`src/rtl/core/kmsd_pkg.sv`:
```
package kmsd_pkg;

  localparam int ROW_W   = 3;
  localparam int FIELD_W = 6;
  localparam int COL_W   = 3;
  localparam int CNT_W   = 6;

  localparam logic [FIELD_W-1:0] FIELD_MASK = 6'b111111;
  localparam logic [CNT_W-1:0]   COUNT_MAX  = 6'd63;
  localparam logic [CNT_W-1:0]   COUNT_ONE  = 6'd1;

  // One scanned row sample
  typedef struct packed {
    logic [ROW_W-1:0]   row_index;
    logic [FIELD_W-1:0] column_bits;
  } in_t;

  // One key event
  typedef struct packed {
    logic [ROW_W-1:0] event_row;
    logic [COL_W-1:0] event_column;
    logic             pressed;
    logic [CNT_W-1:0] keys_down;
    logic             last_event;
  } out_t;

  // Changed keys of one row, handed to the event sequencer
  typedef struct packed {
    logic [ROW_W-1:0]   row;
    logic [FIELD_W-1:0] mask;
    logic [FIELD_W-1:0] deb;
  } job_t;

endpackage

```
`src/rtl/core/kmsd_emit.sv`:
```
module kmsd_emit (
  input  logic          clk,
  input  logic          rst_n,
  input  logic          job_valid,
  input  kmsd_pkg::job_t job,
  output logic          job_free,
  output logic          out_valid,
  input  logic          out_ready,
  output kmsd_pkg::out_t out_data
);

  logic                          em_valid_r;
  kmsd_pkg::job_t                em_r;
  logic [kmsd_pkg::CNT_W-1:0]    cnt_r;
  logic [kmsd_pkg::CNT_W-1:0]    cnt_nxt;
  logic                          out_valid_r;
  kmsd_pkg::out_t                out_data_r;
  logic [kmsd_pkg::COL_W-1:0]    col;
  logic [kmsd_pkg::FIELD_W-1:0]  rest;
  logic                          is_press;
  logic                          em_step;
  logic                          em_last;

  // Pick the lowest changed column
  always_comb begin
    col = '0;
    for (int c = kmsd_pkg::FIELD_W - 1; c >= 0; c--) begin
      if (em_r.mask[c]) col = kmsd_pkg::COL_W'(c);
    end
  end

  assign rest     = em_r.mask & (em_r.mask - kmsd_pkg::FIELD_W'(1));
  assign is_press = em_r.deb[col];
  assign em_last  = (rest == '0);
  assign em_step  = em_valid_r && (!out_valid_r || out_ready);
  assign job_free = !em_valid_r || (em_step && em_last);

  // Saturating key count
  always_comb begin
    cnt_nxt = cnt_r;
    if (is_press) begin
      if (cnt_r != kmsd_pkg::COUNT_MAX) cnt_nxt = cnt_r + kmsd_pkg::COUNT_ONE;
    end else begin
      if (cnt_r != '0) cnt_nxt = cnt_r - kmsd_pkg::COUNT_ONE;
    end
  end

  // Advance the sequencer and hold the output transaction
  always_ff @(posedge clk) begin
    if (!rst_n) begin
      em_valid_r  <= 1'b0;
      out_valid_r <= 1'b0;
      cnt_r       <= '0;
    end else begin
      if (em_step) begin
        out_valid_r             <= 1'b1;
        out_data_r.event_row    <= em_r.row;
        out_data_r.event_column <= col;
        out_data_r.pressed      <= is_press;
        out_data_r.keys_down    <= cnt_nxt;
        out_data_r.last_event   <= em_last;
        cnt_r                   <= cnt_nxt;
      end else if (out_ready) begin
        out_valid_r <= 1'b0;
      end
      // Load a new job, or drop the column just sent from the current one
      if (job_valid) begin
        em_valid_r <= 1'b1;
        em_r       <= job;
      end else if (em_step) begin
        em_r.mask <= rest;
        if (em_last) em_valid_r <= 1'b0;
      end
    end
  end

  assign out_valid = out_valid_r;
  assign out_data  = out_data_r;

endmodule

```
`src/rtl/core/key_matrix_scan_debounce.sv`:
```
// Key matrix row scanner with two-sample debounce. Each input transaction is
// one raw row sample; a key is debounced-pressed when this and the previous
// sample of its row both show it. Per-row state (previous sample and
// debounced bits) lives in a ROWS-deep memory with a registered read, so a
// sample is read on acceptance and written back once its changes are handed
// to the event sequencer, with same-row forwarding between consecutive
// samples. Changed keys leave as one output transaction per cycle while the
// output is not stalled, lowest column first, each with the updated
// saturating count of keys held down; the last one of a sample is marked.
// A sample passes through the lookup stage, the event sequencer's register
// and the output register before its first event is offered (a sample with
// no change leaves from the lookup stage, an out-of-range row is dropped on
// acceptance), and the next sample is accepted while the previous one's
// events are still leaving, then waits in the lookup stage until the
// sequencer takes the last of them. Columns at or above COLS or above bit 5
// are ignored. Row memory comes out of reset cleared through per-row valid
// flags, with no clearing pass.
module key_matrix_scan_debounce #(
  parameter int ROWS = 4,
  parameter int COLS = 6
) (
  input  logic           clk,
  input  logic           rst_n,
  input  logic           in_valid,
  output logic           in_ready,
  input  kmsd_pkg::in_t  in_data,
  output logic           out_valid,
  input  logic           out_ready,
  output kmsd_pkg::out_t out_data
);

  localparam int AW    = (ROWS > 1) ? $clog2(ROWS) : 1;
  localparam int EFF   = (COLS < kmsd_pkg::FIELD_W) ? COLS : kmsd_pkg::FIELD_W;
  localparam int FW    = kmsd_pkg::FIELD_W;
  localparam logic [FW-1:0] COL_MASK = FW'((7'd1 << EFF) - 7'd1);
  localparam logic [kmsd_pkg::ROW_W:0] ROWS_LIM = (kmsd_pkg::ROW_W + 1)'(ROWS);

  logic [2*FW-1:0]            mem [ROWS];
  logic [ROWS-1:0]            row_vld_r;
  logic                       rd_valid_r;
  logic [kmsd_pkg::ROW_W-1:0] rd_row_r;
  logic [FW-1:0]              rd_sample_r;
  logic [2*FW-1:0]            rd_q_r;
  logic                       rd_vld_r;
  logic                       fwd_sel_r;
  logic [2*FW-1:0]            fwd_q_r;
  logic [2*FW-1:0]            base;
  logic [2*FW-1:0]            wr_data;
  logic [FW-1:0]              new_deb;
  logic [FW-1:0]              diff;
  logic [AW-1:0]              in_idx;
  logic [AW-1:0]              rd_idx;
  logic                       in_ok;
  logic                       in_acc;
  logic                       rd_go;
  logic                       job_valid;
  logic                       job_free;
  kmsd_pkg::job_t             job;

  assign in_idx = in_data.row_index[AW-1:0];
  assign rd_idx = rd_row_r[AW-1:0];
  assign in_ok  = ({1'b0, in_data.row_index} < ROWS_LIM);
  assign in_acc = in_valid && in_ready;

  // Merge forwarded, stored and reset-state row data
  always_comb begin
    if (fwd_sel_r)     base = fwd_q_r;
    else if (rd_vld_r) base = rd_q_r;
    else               base = '0;
  end

  assign new_deb = base[2*FW-1:FW] & rd_sample_r;
  assign diff    = (base[FW-1:0] ^ new_deb) & COL_MASK;
  assign wr_data = {rd_sample_r, new_deb};

  // Retire the looked-up row once the sequencer can take its changes
  assign rd_go     = rd_valid_r && ((diff == '0) || job_free);
  assign in_ready  = !rd_valid_r || rd_go;
  assign job_valid = rd_go && (diff != '0);
  assign job.row   = rd_row_r;
  assign job.mask  = diff;
  assign job.deb   = new_deb;

  // Row memory: one read port, one write port
  always_ff @(posedge clk) begin
    if (in_acc && in_ok) rd_q_r <= mem[in_idx];
    if (rd_go) mem[rd_idx] <= wr_data;
  end

  // Lookup stage control, row valid flags and same-row forwarding
  always_ff @(posedge clk) begin
    if (!rst_n) begin
      rd_valid_r <= 1'b0;
      row_vld_r  <= '0;
      fwd_sel_r  <= 1'b0;
    end else begin
      if (rd_go) row_vld_r[rd_idx] <= 1'b1;
      if (in_acc && in_ok) begin
        rd_valid_r  <= 1'b1;
        rd_row_r    <= in_data.row_index;
        rd_sample_r <= in_data.column_bits & COL_MASK;
        rd_vld_r    <= row_vld_r[in_idx];
        fwd_sel_r   <= rd_go && (rd_idx == in_idx);
        fwd_q_r     <= wr_data;
      end else if (rd_go) begin
        rd_valid_r <= 1'b0;
      end
    end
  end

  kmsd_emit u_emit (
    .clk       (clk),
    .rst_n     (rst_n),
    .job_valid (job_valid),
    .job       (job),
    .job_free  (job_free),
    .out_valid (out_valid),
    .out_ready (out_ready),
    .out_data  (out_data)
  );

endmodule

```
`config.mk`:
```
export PLATFORM = sky130hd
export DESIGN_NAME = key_matrix_scan_debounce
export DESIGN_NICKNAME = d
export VERILOG_FILES = /design/src/rtl/core/kmsd_pkg.sv /design/src/rtl/core/kmsd_emit.sv /design/src/rtl/core/key_matrix_scan_debounce.sv
export SDC_FILE = /design/constraint.sdc
export NUM_CORES = 1
export LEC_CHECK = 0
export BUFFER_PORTS_ARGS = -buffer_cell sky130_fd_sc_hd__buf_4
export CORE_MARGIN = 2
export CORE_UTILIZATION = 45
export CTS_BUF_LIST = sky130_fd_sc_hd__clkbuf_8
export DETAILED_ROUTE_END_ITERATION = 7
export GPL_TIMING_DRIVEN = 0
export PLACE_DENSITY_LB_ADDON = 0.08
export SYNTH_ARGS = -nofsm -noshare
export SYNTH_HDL_FRONTEND = slang
export SYNTH_SLANG_ARGS = --single-unit
```
`constraint.sdc`:
```
create_clock -name clk -period 4.5 [get_ports clk]
set_input_delay 0.675 -clock clk [delete_from_list [all_inputs] [get_ports clk]]
set_output_delay 0.675 -clock clk [all_outputs]
set_load 0.005 [all_outputs]
```
# Word-level counts from Yosys, hierarchy flattened
# Memory sizes are Yosys's and may differ from the RTL's. A register that Yosys moved wholly into a read port is not among the register bits.
# Cells that the tools add are included.
# totals
rom_bits,0
output_inout_bits,16
register_bits,65
ramBits,48
inputBits,13
elab_cells,89
memories,1
latchBits,0
# classes
n_mul,0
n_reduce_logical,28
n_addsub,3
n_shift,0
div,0
mux,28
order_cmp,5
eq_ne,2
bitwise_logic,4
# memory_table
name,depth,width,read_ports,rd_ports_with_merged_regs,write_ports,line_no,text
mem,4,12,1,1,1,key_matrix_scan_debounce.sv:38,logic [2*FW-1:0] mem [ROWS];
# ops
operator,count
6-bit 2-to-1 mux,5
12-bit 2-to-1 mux,2
3-bit 2-to-1 mux,6
6-bit bitwise AND,2
6-bit zero test,2
1-bit 2-to-1 mux,12
6-bit nonzero test,2
6-bit by 1-bit subtractor with 6-bit output (second input constant),2
2-bit AND reduction,5
1-bit logical AND,8
2-bit nonzero test,4
6-bit by 1-bit adder with 6-bit output (second input constant),1
2-bit by 3-bit less-than comparator with 1-bit output (second input constant),2
6-bit != test (second input constant),1
6-bit XOR,1
1-bit logical OR,4
3-bit by 4-bit less-than comparator with 1-bit output (second input constant),1
4-bit OR,1
1-bit binary-select mux with 3-bit select,1
1-bit zero test,3
3-bit less-than comparator (second input constant),1
1-bit binary-select mux with 2-bit select,1
1-bit demux with 2-bit select,1
2-bit equality test,1
2-bit by 1-bit >= comparator with 1-bit output (second input constant),1

# Depth between registers and ports, before layout
# Gate-level depths: netlist (run 1).
# logic_depth
depth_word,11
depth_mapped,9
depth_no_buf,7

# Hierarchy
# Synthesis (run 1) repeated with hierarchy kept, for this count alone.
# unflattened
hier_cells,339
area_unflattened_um2,5217.5
# by_module_without_submodules
module,seq_area_each_um2,instances,cells_per_inst,area_each_um2
key_matrix_scan_debounce,2582.5,1,180,3388.2
kmsd_emit,1031.0,1,159,1829.3

# Least setup slack after synthesis (run 1)
# OpenSTA, ideal clock, no wires.
# synth_timing
path_kind,register to register
startpoint,register u_emit.em_r[8] in the netlist's numbering
endpoint,"register fwd_q_r[0], enable pin"
stages_incl_launch_ff,8
path_buffers,1
slack_ns,0.871
setup_ns,0.381
required_time_ns,4.119
period_less_slack_ns,3.629
t_arrival_ns,3.249
cell_sequence,edfxtp_1 > buf_6 > or4_2 > o211a_1 > a211oi_2 > a41oi_1 > a21oi_1 > and2_1
# synth_between
elab_chain_len,11
# synth_lines
item,line_no,text
"start, declared",kmsd_emit.sv:13,kmsd_pkg::job_t em_r;
"start signal, assigned",kmsd_emit.sv:69,em_r <= job;
6-bit by 1-bit subtractor with 6-bit output,kmsd_emit.sv:32,assign rest = em_r.mask & (em_r.mask - kmsd_pkg::FIELD_W'(1));
6-bit bitwise AND (*),kmsd_emit.sv:32,
6-bit zero test (*),kmsd_emit.sv:34,assign em_last = (rest == '0);
1-bit logical AND (*),kmsd_emit.sv:36,assign job_free = !em_valid_r || (em_step && em_last);
1-bit logical OR (*),kmsd_emit.sv:36,
1-bit logical OR (*),key_matrix_scan_debounce.sv:77,assign rd_go = rd_valid_r && ((diff == '0) || job_free);
1-bit logical AND (*),key_matrix_scan_debounce.sv:77,
1-bit logical OR (*),key_matrix_scan_debounce.sv:78,assign in_ready = !rd_valid_r || rd_go;
1-bit logical AND (*),key_matrix_scan_debounce.sv:63,assign in_acc = in_valid && in_ready;
1-bit logical AND (*),key_matrix_scan_debounce.sv:98,if (in_acc && in_ok) begin
2-bit AND reduction (no line) (*),n/a,
"end signal, assigned",key_matrix_scan_debounce.sv:104,fwd_q_r <= wr_data;
"end, declared",key_matrix_scan_debounce.sv:46,logic [2*FW-1:0] fwd_q_r;
# Mark *: on every way between the ends. The rest lies on a longest branch, timed or not.
# A chain may end at the register's enable or synchronous reset.

# Worst setup path after layout (run 1)
# layout_timing
startpoint,register rd_vld_r
endpoint,"register fwd_q_r[4], enable pin"
# layout_between
elab_chain_len,11
# layout_lines
item,line_no,text
"start, declared",key_matrix_scan_debounce.sv:44,logic rd_vld_r;
"start signal, assigned",key_matrix_scan_debounce.sv:102,rd_vld_r <= row_vld_r[in_idx];
12-bit 2-to-1 mux,key_matrix_scan_debounce.sv:68,else if (rd_vld_r) base = rd_q_r;
12-bit 2-to-1 mux,key_matrix_scan_debounce.sv:67,if (fwd_sel_r) base = fwd_q_r;
6-bit bitwise AND,key_matrix_scan_debounce.sv:72,assign new_deb = base[2*FW-1:FW] & rd_sample_r;
via new_deb[4],key_matrix_scan_debounce.sv:49,logic [FW-1:0] new_deb;
6-bit XOR,key_matrix_scan_debounce.sv:73,assign diff = (base[FW-1:0] ^ new_deb) & COL_MASK;
6-bit zero test,key_matrix_scan_debounce.sv:77,
1-bit logical OR,key_matrix_scan_debounce.sv:77,
1-bit logical AND,key_matrix_scan_debounce.sv:77,
1-bit logical OR,key_matrix_scan_debounce.sv:78,
1-bit logical AND,key_matrix_scan_debounce.sv:63,
1-bit logical AND,key_matrix_scan_debounce.sv:98,
2-bit AND reduction (no line),n/a,
# The timed path passes the listed nets, and every way through them passes these cells.

==> flow_metrics.env, run 1 <==
export IMPL_syn_inst=363
export IMPL_critPathCaptureType="flop"
export IMPL_grt_max_degree=23
export IMPL_fin_skew_ps=10.92
export IMPL_cap_viol_max_count=0
export IMPL_required_ps=4580
export IMPL_cpLargestDelayFamily="compound AO/OA/AOI/OAI gates"
export IMPL_gp_congestion=0.8344
export IMPL_pre_cts_ws_ps=-245.0
export IMPL_cellPowerDensity_nw_per_um2=388.9
export IMPL_die_area_um2=12960
export IMPL_drive_above_1_share_pct=24.77
export IMPL_worst_pin_slew_ps=956.2
export IMPL_drt_iter0_drc=230
export IMPL_rows=40
export IMPL_initial_utilization_pct=45.58
export IMPL_cp_start_kind="flop"
export IMPL_rsz0062_at_grt="no"
export IMPL_period_needed_ps=3883
export IMPL_setup_viol=0
export IMPL_clkTransAtPathRegs_ps=70
export IMPL_htree_levels=4
export IMPL_core_um2=11910
export IMPL_arrival_ps=3960
export IMPL_ys_seq_elements=125
export IMPL_relSlewSlack_pct=36.25
export IMPL_path_cells="clkbuf_1, nand2b_1, o21ai_0, xor2_1, a41oi_2, a21oi_4, and2_2"
export IMPL_dp_hpwl_um=7184
export IMPL_worstHoldStart="in_data[4]"
export IMPL_yosysSeqAreaShare_pct=66.56
export IMPL_postRouteAntennaNets=0
export IMPL_r2r_setup_slack_ps=620
export IMPL_final_max_slew_violation_count=0
export IMPL_synthesis_nets=379
export IMPL_ys_types=68
export IMPL_crit_buf_inv=1
export IMPL_cts_tree="done"
export IMPL_hold_viol=0
export IMPL_grt_pass1_vias=3272
export IMPL_synth_edf_count=111
export IMPL_hold_path_end="rd_sample_r[4]"
export IMPL_status="finished, final reports clean"
export IMPL_layout_cells_most_common_list="edfxtp_1 (111), buf_4 (33), nand2_1 (26)"
export IMPL_timing_fmax_ghz=0.2575
export IMPL_clockBufferDepth=2
export IMPL_layout_cells_non_filler=575
export IMPL_vias=3202
export IMPL_io_buffers=28
export IMPL_layout_setup_ws_ps=617.2
export IMPL_post_route_period_util_pct=86.28
export IMPL_max_stage_delay_ps=680
export IMPL_rr_endpoint="fwd_q_r[4]"
export IMPL_insertion_delay_ps=450
export IMPL_fp_dieH_um=113.8
export IMPL_area_delta_synth_final_pct=16.29
export IMPL_leakagePower_nw=2.175
export IMPL_crit_path_max_fanout=22
export IMPL_hold_depth=1
export IMPL_cpMaxStageDelayCell="o21ai_0"
export IMPL_antenna_found_initial=0
export IMPL_layout_commonest_cell="edfxtp_1"
export IMPL_hold_path_class="primary input to flop"
export IMPL_numCtsBuffers=17
export IMPL_wl_per_cell_um=18.38
export IMPL_diodes=0
export IMPL_grt_overflow_total=0
export IMPL_criticalPathCategory="flop to flop"
export IMPL_yosys_warnings=0
export IMPL_synthFlopType="edfxtp_1"
export IMPL_syn_area_um2=5429
export IMPL_routed_via_density=5.569
export IMPL_worstRegToRegCells=7
export IMPL_peakVddDrop_uv=201.1
export IMPL_fin_nets=431
export IMPL_track_usage_pct=17.94
export IMPL_async_flop_share_pct=0
export IMPL_wl_um=10570
export IMPL_placedCellCount=543
export IMPL_cts_sinks=125
export IMPL_cts_root_buffer="clkbuf_8"
export IMPL_synth_area_per_cell_um2=14.96
export IMPL_route_detailed_drc=0
export IMPL_dieWidth_um=113.8
export IMPL_ioPinCount=29
export IMPL_grt_pass1_wl_um=17190
export IMPL_firstDrtPassIters=5
export IMPL_r2r_start="rd_vld_r"
==> worst max path at each step <==
stage / startpoint / slack [ps] / cells past startpoint / to
floorplan: u_emit.em_r[8] / 870 / 7 / fwd_q_r[0]
finish: rd_vld_r / 620 / 7 / fwd_q_r[4]
global route: rd_vld_r / 130 / 7 / fwd_q_r[4]
global placement: rd_vld_r / -730 / 6 / mem[0][9]
detailed placement: rd_vld_r / -240 / 7 / rd_sample_r[3]
CTS: rd_vld_r / 100 / 7 / fwd_q_r[4]
==> power breakdown <==
part / internal (mW) / switching, mW / total, mW
Sequential: 1.29 / 0.0146 / 1.31
Clock: 0.561 / 0.419 / 0.980
Combinational: 0.0710 / 0.0989 / 0.170
Total: 1.92 / 0.532 / 2.46
==> sequential cells by signal, indices dropped and copies added, names as in the netlist <==
signal	count
rd_sample_r	6
u_emit.cnt_r	6
row_vld_r	4
u_emit.em_r	15
mem	48
u_emit.out_valid	1
u_emit.em_valid_r	1
rd_q_r	12
rd_vld_r	1
fwd_q_r	12
u_emit.out_data	14
fwd_sel_r	1
rd_row_r	3
rd_valid_r	1
==> logic make-up (layout without fill, tap and decap cells) <==
kind of cell | count (synthesis) | in the layout | share of synthesized area (%)
AO/OA/AOI/OAI | 72 | 72 | 10.46
multiplexers | 20 | 20 | 6.707
buffers and inverters | 30 | 95 | 2.881
XOR/XNOR | 5 | 5 | 0.8068
AND/OR/NAND/NOR | 108 | 108 | 11.89
adder cells (fa/ha/maj) | 3 | 3 | 0.6915
flip-flops | 125 | 125 | 66.56
==> cell type report <==
| cell class | instances | area, um^2 |
|---|---|---|
| fill | 994 | 5598 |
| sequential | 125 | 3613 |
| multi-input combinational | 208 | 1704 |
| clock buffer | 19 | 261.5 |
| timing repair buffer | 33 | 259.0 |
| tap | 147 | 183.9 |
| clock inverter | 13 | 135.1 |
| buffer | 19 | 112.6 |
| inverter | 11 | 43.79 |
==> per-layer routing <==
| layer | track usage [%] | vias to the layer above | wire [um] |
|---|---|---|---|
| met5 | 0 | - | 0 |
| met4 | 7.886 | 0 | 185 |
| met3 | 4.782 | 16 | 346 |
| met2 | 30.14 | 64 | 5314 |
| met1 | 21.91 | 1579 | 4720 |
| li1 | - | 1543 | - |
==> repair_timing <==
action / 4_1_cts / 5_1_grt
buffers inserted: 0 / 0
cloned: 0 / 0
gates resized for setup: 1 / 2
hold buffers: 0 / 0
endpoints found under the setup margin: 22 / 23
==> synth_stat cells, types with 7 or more instances <==
master,count,area [um^2]
nand2_1,26,97.59
a21oi_1,7,35.03
o21a_1,7,52.55
nor2_1,14,52.55
o22ai_1,7,43.79
nand3_1,9,45.04
dfxtp_1,14,280.3
inv_1,10,37.54
clkbuf_1,10,37.54
edfxtp_1,111,3333
o21ai_0,7,35.03
mux4_2,13,292.8
a211oi_1,9,67.56
==> through the flow <==
stage | power (mW) | instance area, um^2 | hold WS (ps) | setup TNS [ps] | util, %
after detailed placement | 1.499 | 5901 | 407.5 | -5364 | 49.54
after CTS | 2.480 | 6299 | 376.6 | 0 | 52.88
final | 2.455 | 6314 | 403.4 | 0 | 53.00
after global routing | 2.557 | 6314 | 369.5 | 0 | 53.00
after floorplan | 1.442 | 5429 | 400.3 | 0 | -
after global placement | 1.493 | 5823 | 405.6 | -26040 | 48.89
Note: power is estimated with default switching activity, not from simulation.
==> run 2: changes to the inputs <==
--- a/config.mk
+++ b/config.mk
@@ -11,7 +11,8 @@
 export CTS_BUF_LIST = sky130_fd_sc_hd__clkbuf_8
 export DETAILED_ROUTE_END_ITERATION = 7
 export GPL_TIMING_DRIVEN = 0
-export PLACE_DENSITY_LB_ADDON = 0.08
+export PLACE_DENSITY = 0.68
+export SKIP_LAST_GASP = 1
 export SYNTH_ARGS = -nofsm -noshare
 export SYNTH_HDL_FRONTEND = slang
 export SYNTH_SLANG_ARGS = --single-unit
==> run 2 against run 1 <==
Effect of this change: largest power group unchanged; die area stayed put; power is 3.0% higher; fmax is 5.3% lower.
==> flow_metrics.env, run 2 (synthesis results as in run 1) <==
export IMPL_wl_um=10350
export IMPL_cts_tree="done"
export IMPL_largest_reg_flops=48
export IMPL_clockBufferDepth=2
export IMPL_post_route_period_util_pct=91.12
export IMPL_leakagePower_nw=2.171
export IMPL_timing_fmax_ghz=0.2439
export IMPL_firstDrtPassIters=4
export IMPL_finalPower_mw=2.529
export IMPL_worst_pin_slew_ps=966.1
export IMPL_hold_path_class="primary input to flop"
export IMPL_fin_nets=431
export IMPL_layout_setup_ws_ps=399.5
export IMPL_pre_cts_ws_ps=-273.7
export IMPL_antenna_found_initial=0
export IMPL_initial_utilization_pct=45.58
export IMPL_cellPowerDensity_nw_per_um2=399.4
export IMPL_track_usage_pct=16.90
export IMPL_fin_setup_tns_ps=0
export IMPL_insertion_delay_ps=440
export IMPL_dp_hpwl_um=7025
export IMPL_route_detailed_drc=0
export IMPL_regArea_um2=3613
export IMPL_final_max_slew_violation_count=0
export IMPL_dieWidth_um=113.8
export IMPL_layout_cells_non_filler=574
export IMPL_regMostFlops="mem"
export IMPL_postCtsSetupBuffers=0
export IMPL_arrival_ps=3430
export IMPL_cap_viol_max_count=0
export IMPL_numCtsBuffers=17
export IMPL_wl_per_cell_um=18.03
export IMPL_cp_start_kind="flop"
export IMPL_cts_root_buffer="clkbuf_8"
export IMPL_core_um2=11910
export IMPL_fp_dieH_um=113.8
export IMPL_grt_max_degree=23
export IMPL_grt_overflow_total=0
export IMPL_cts_sinks=125
export IMPL_whs_ps=408.9
export IMPL_grt_pass1_wl_um=16370
export IMPL_required_ps=3830
export IMPL_fillers=983
export IMPL_fin_skew_ps=12.10
export IMPL_hold_buffers=0
export IMPL_htree_levels=4
export IMPL_vias=3268
export IMPL_period_needed_ps=4101
export IMPL_postRouteAntennaNets=0
export IMPL_drive_above_1_share_pct=25.29
export IMPL_routed_via_density=5.693
export IMPL_die_area_um2=12960
export IMPL_rows=40
export IMPL_drt_iter0_drc=201
export IMPL_area_delta_synth_final_pct=16.64
export IMPL_layout_commonest_cell="edfxtp_1"
export IMPL_hold_viol=0
export IMPL_worstRegToRegCells=8
export IMPL_ioPinCount=29
export IMPL_relSlewSlack_pct=35.06
export IMPL_layout_cells_most_common_list="edfxtp_1 (111), buf_4 (32), nand2_1 (26)"
export IMPL_diodes=0
export IMPL_crit_path_max_fanout=10
export IMPL_clkTransAtPathRegs_ps=70
export IMPL_multi_input_area_um2=1689
export IMPL_grt_pass1_vias=3198
export IMPL_critPathCaptureType="output pin"
export IMPL_hold_depth=1
export IMPL_cts_resized=1
export IMPL_peakVddDrop_uv=314.6
export IMPL_status="finished, final reports clean"
export IMPL_setup_viol=0
export IMPL_gp_congestion=0.9099
export IMPL_placedCellCount=543
export IMPL_rsz0062_at_grt="no"
export IMPL_io_buffers=28
export IMPL_criticalPathCategory="flop to output pin"
## run 2: final timing paths
path | startpoint | to | slack [ps]
worst max-delay path | rd_vld_r | in_ready | 400
worst max register to register | rd_vld_r | rd_sample_r[0] | 490
worst min register to register | u_emit.em_r[13] | u_emit.out_data[12] | 430
worst min-delay path | in_data[3] | rd_sample_r[3] | 410
## run 2: final cells by class
type | count | area share, %
well taps | 147 | 2.905
flip-flops and latches | 125 | 57.06
inverters | 11 | 0.6916
clock buffers | 17 | 3.695
plain buffers | 19 | 1.778
repair buffers | 33 | 4.149
clock inverters | 14 | 3.043
multi-input cells | 208 | 26.67
## run 2: metal layers
layer  wire [um]  track usage (%)  vias to the layer above
li1            -                -                     1550
met1        4535            20.99                     1628
met2        5266            28.34                       80
met3         433            4.782                       10
met4         114            6.341                        0
met5           0                0                        -
## run 2: worst max-delay path, stage by stage (launching register included)
cell      delay [ps]
edfxtp_1         340
clkbuf_1         350
nand2b_1         160
o21ai_0          690
xor2_1           230
a41oi_1          800
nand2_1          200
buf_4            190
## run 2: per-stage QoR
| step | util [%] | area, um^2 |
|---|---|---|
| after floorplan | - | 5429 |
| after detailed placement | 49.54 | 5901 |
| after global routing | 53.16 | 6332 |
| after global placement | 48.89 | 5823 |
| final | 53.16 | 6332 |
| after CTS | 53.13 | 6329 |
## run 2: report_power, final
part	internal [mW]	total, mW	switching [mW]
combinational	0.0711	0.168	0.0969
clock	0.603	1.06	0.453
sequential	1.29	1.31	0.0150
total	1.96	2.53	0.565
==> run 3: changes to the inputs <==
--- a/config.mk
+++ b/config.mk
@@ -7,11 +7,11 @@
 export LEC_CHECK = 0
 export BUFFER_PORTS_ARGS = -buffer_cell sky130_fd_sc_hd__buf_4
 export CORE_MARGIN = 2
-export CORE_UTILIZATION = 45
+export CORE_UTILIZATION = 35
 export CTS_BUF_LIST = sky130_fd_sc_hd__clkbuf_8
 export DETAILED_ROUTE_END_ITERATION = 7
 export GPL_TIMING_DRIVEN = 0
-export PLACE_DENSITY = 0.68
+export PLACE_DENSITY = 0.57
 export SKIP_LAST_GASP = 1
 export SYNTH_ARGS = -nofsm -noshare
 export SYNTH_HDL_FRONTEND = slang
==> run 3 against run 2 <==
Effect of this change: worst setup slack got worse by 46 ps; clock skew increased by 3.9 ps; sequential share of layout area decreased by 0.59 points; non-clock buffer count unchanged; cell count increased by 7.3%; global-route usage decreased by 3.3 points; largest cell class unchanged; highest routed layer unchanged.
==> flow_metrics.env, run 3 (synthesis results as in run 1) <==
export IMPL_hold_buffers=0
export IMPL_fin_nets=431
export IMPL_hold_path_end="rd_sample_r[2]"
export IMPL_r2r_setup_slack_ps=510
export IMPL_antenna_found_initial=0
export IMPL_r2r_start="rd_vld_r"
export IMPL_fin_skew_ps=15.96
export IMPL_rsz0062_at_grt="no"
export IMPL_hold_path_class="primary input to flop"
export IMPL_area_delta_synth_final_pct=17.86
export IMPL_drive_above_1_share_pct=25.93
export IMPL_setup_viol=0
export IMPL_cts_tree="done"
export IMPL_worst_pin_slew_ps=1041
export IMPL_regMostFlops="mem"
export IMPL_crit_path_max_fanout=10
export IMPL_pre_cts_ws_ps=-311.2
export IMPL_insertion_delay_ps=440
export IMPL_largest_reg_flops=48
export IMPL_arrival_ps=3470
export IMPL_die_area_um2=16520
export IMPL_initial_utilization_pct=35.71
export IMPL_leakagePower_nw=2.170
export IMPL_timing_fmax_ghz=0.2412
export IMPL_cts_root_buffer="clkbuf_8"
export IMPL_required_ps=3830
export IMPL_fin_area_um2=6399
export IMPL_hold_depth=1
export IMPL_path_cells="clkbuf_1, nand2b_1, o21ai_0, xor2_1, a41oi_1, nand2_1, buf_4"
export IMPL_layout_commonest_cell="edfxtp_1"
export IMPL_worstRegToRegCells=7
export IMPL_peakVddDrop_uv=315.3
export IMPL_finalPower_mw=2.538
export IMPL_worstHoldStart="in_data[2]"
export IMPL_drt_iter0_drc=197
export IMPL_fin_util_pct=42.09
export IMPL_track_usage_pct=13.63
export IMPL_htree_levels=4
export IMPL_criticalPathCategory="flop to output pin"
export IMPL_ioPinCount=29
export IMPL_grt_pass1_wl_um=16870
export IMPL_hold_viol=0
export IMPL_grt_overflow_total=0
export IMPL_cellPowerDensity_nw_per_um2=396.7
export IMPL_grt_max_degree=23
export IMPL_post_route_period_util_pct=92.14
export IMPL_cap_viol_max_count=0
export IMPL_critPathCaptureType="output pin"
export IMPL_vias=3216
export IMPL_post_dp_cell_area_um2=5956
export IMPL_status="finished, final reports clean"
export IMPL_layout_cells_most_common_list="edfxtp_1 (111), buf_4 (32), nand2_1 (26)"
export IMPL_route_detailed_drc=0
export IMPL_clockBufferDepth=2
export IMPL_relSlewSlack_pct=29.65
export IMPL_rr_endpoint="fwd_q_r[4]"
export IMPL_cts_sinks=125
export IMPL_fp_dieH_um=128.5
export IMPL_cp_start_kind="flop"
export IMPL_layout_setup_ws_ps=353.9
export IMPL_io_buffers=28
export IMPL_grt_pass1_vias=3236
export IMPL_wl_um=10460
export IMPL_dieWidth_um=128.5
export IMPL_numCtsBuffers=17
export IMPL_final_max_slew_violation_count=0
export IMPL_postRouteAntennaNets=0
export IMPL_clkTransAtPathRegs_ps=80
export IMPL_routed_via_density=5.221
export IMPL_diodes=0
export IMPL_period_needed_ps=4146
export IMPL_cpMaxStageDelayCell="a41oi_1"
export IMPL_dp_hpwl_um=7207
export IMPL_wl_per_cell_um=16.97
export IMPL_rows=45
export IMPL_fin_setup_tns_ps=0
export IMPL_gp_congestion=0.9120
export IMPL_firstDrtPassIters=4
export IMPL_core_um2=15200
export IMPL_max_stage_delay_ps=890
==> run 3: stage by stage <==
stage                     cells  hold slack, ps
after floorplan             363           400.3
after global placement      579           400.7
after detailed placement    584           404.5
after CTS                   616           369.6
after global routing        616           367.3
final                       616           408.5
==> run 3: repair_timing <==
item | 4_1_cts | 5_1_grt
setup buffers | 0 | 0
resized for setup | 1 | 2
endpoints found under the setup margin | 22 | 23
==> run 3: where the power goes <==
group	internal (mW)	leakage, nW	switching, mW
combinational	0.0708	0.820	0.0970
sequential	1.29	1.14	0.0147
clock	0.568	0.214	0.499
total	1.93	2.17	0.610
==> run 3: worst max-delay path by stage <==
stage                    from          to  slack [ps]  cells after the start
6_report             rd_vld_r    in_ready         350                      7
5_1_grt              rd_vld_r    in_ready           3                      7
4_1_cts              rd_vld_r  fwd_q_r[4]           7                      7
3_5_place_dp         rd_vld_r  fwd_q_r[9]        -310                      7
3_3_place_gp         rd_vld_r   mem[0][8]        -690                      6
2_1_floorplan  u_emit.em_r[8]  fwd_q_r[0]         870                      7
==> run 3: area by class of cell <==
type                            count  area [um^2]
Clock buffer                       17        234.0
Fill cell                        1376         8803
Timing Repair Buffer               33        262.8
Sequential cell                   125         3613
Tap cell                          188        235.2
Inverter                           11        43.79
Multi-Input combinational cell    208         1697
Clock inverter                     15        200.2
Buffer                             19        112.6
==> run 3: critical path, delay by kind of cell (launching register included) <==
kind	cells	cell delay, ps
buf+inv	2	580
simple gates	2	340
xor+xnor	1	220
flops	1	350
compound gates	2	1540
==> run 3: routing by layer <==
| layer | vias to the layer above | share of wire (%) | routed length (um) | global-route usage, % |
|---|---|---|---|---|
| met5 | - | 0 | 0 | 0 |
| met4 | 0 | 1.5 | 153 | 5.818 |
| met3 | 12 | 4.0 | 416 | 3.909 |
| met2 | 70 | 49 | 5159 | 22.75 |
| li1 | 1546 | - | - | - |
| met1 | 1588 | 45 | 4725 | 16.64 |
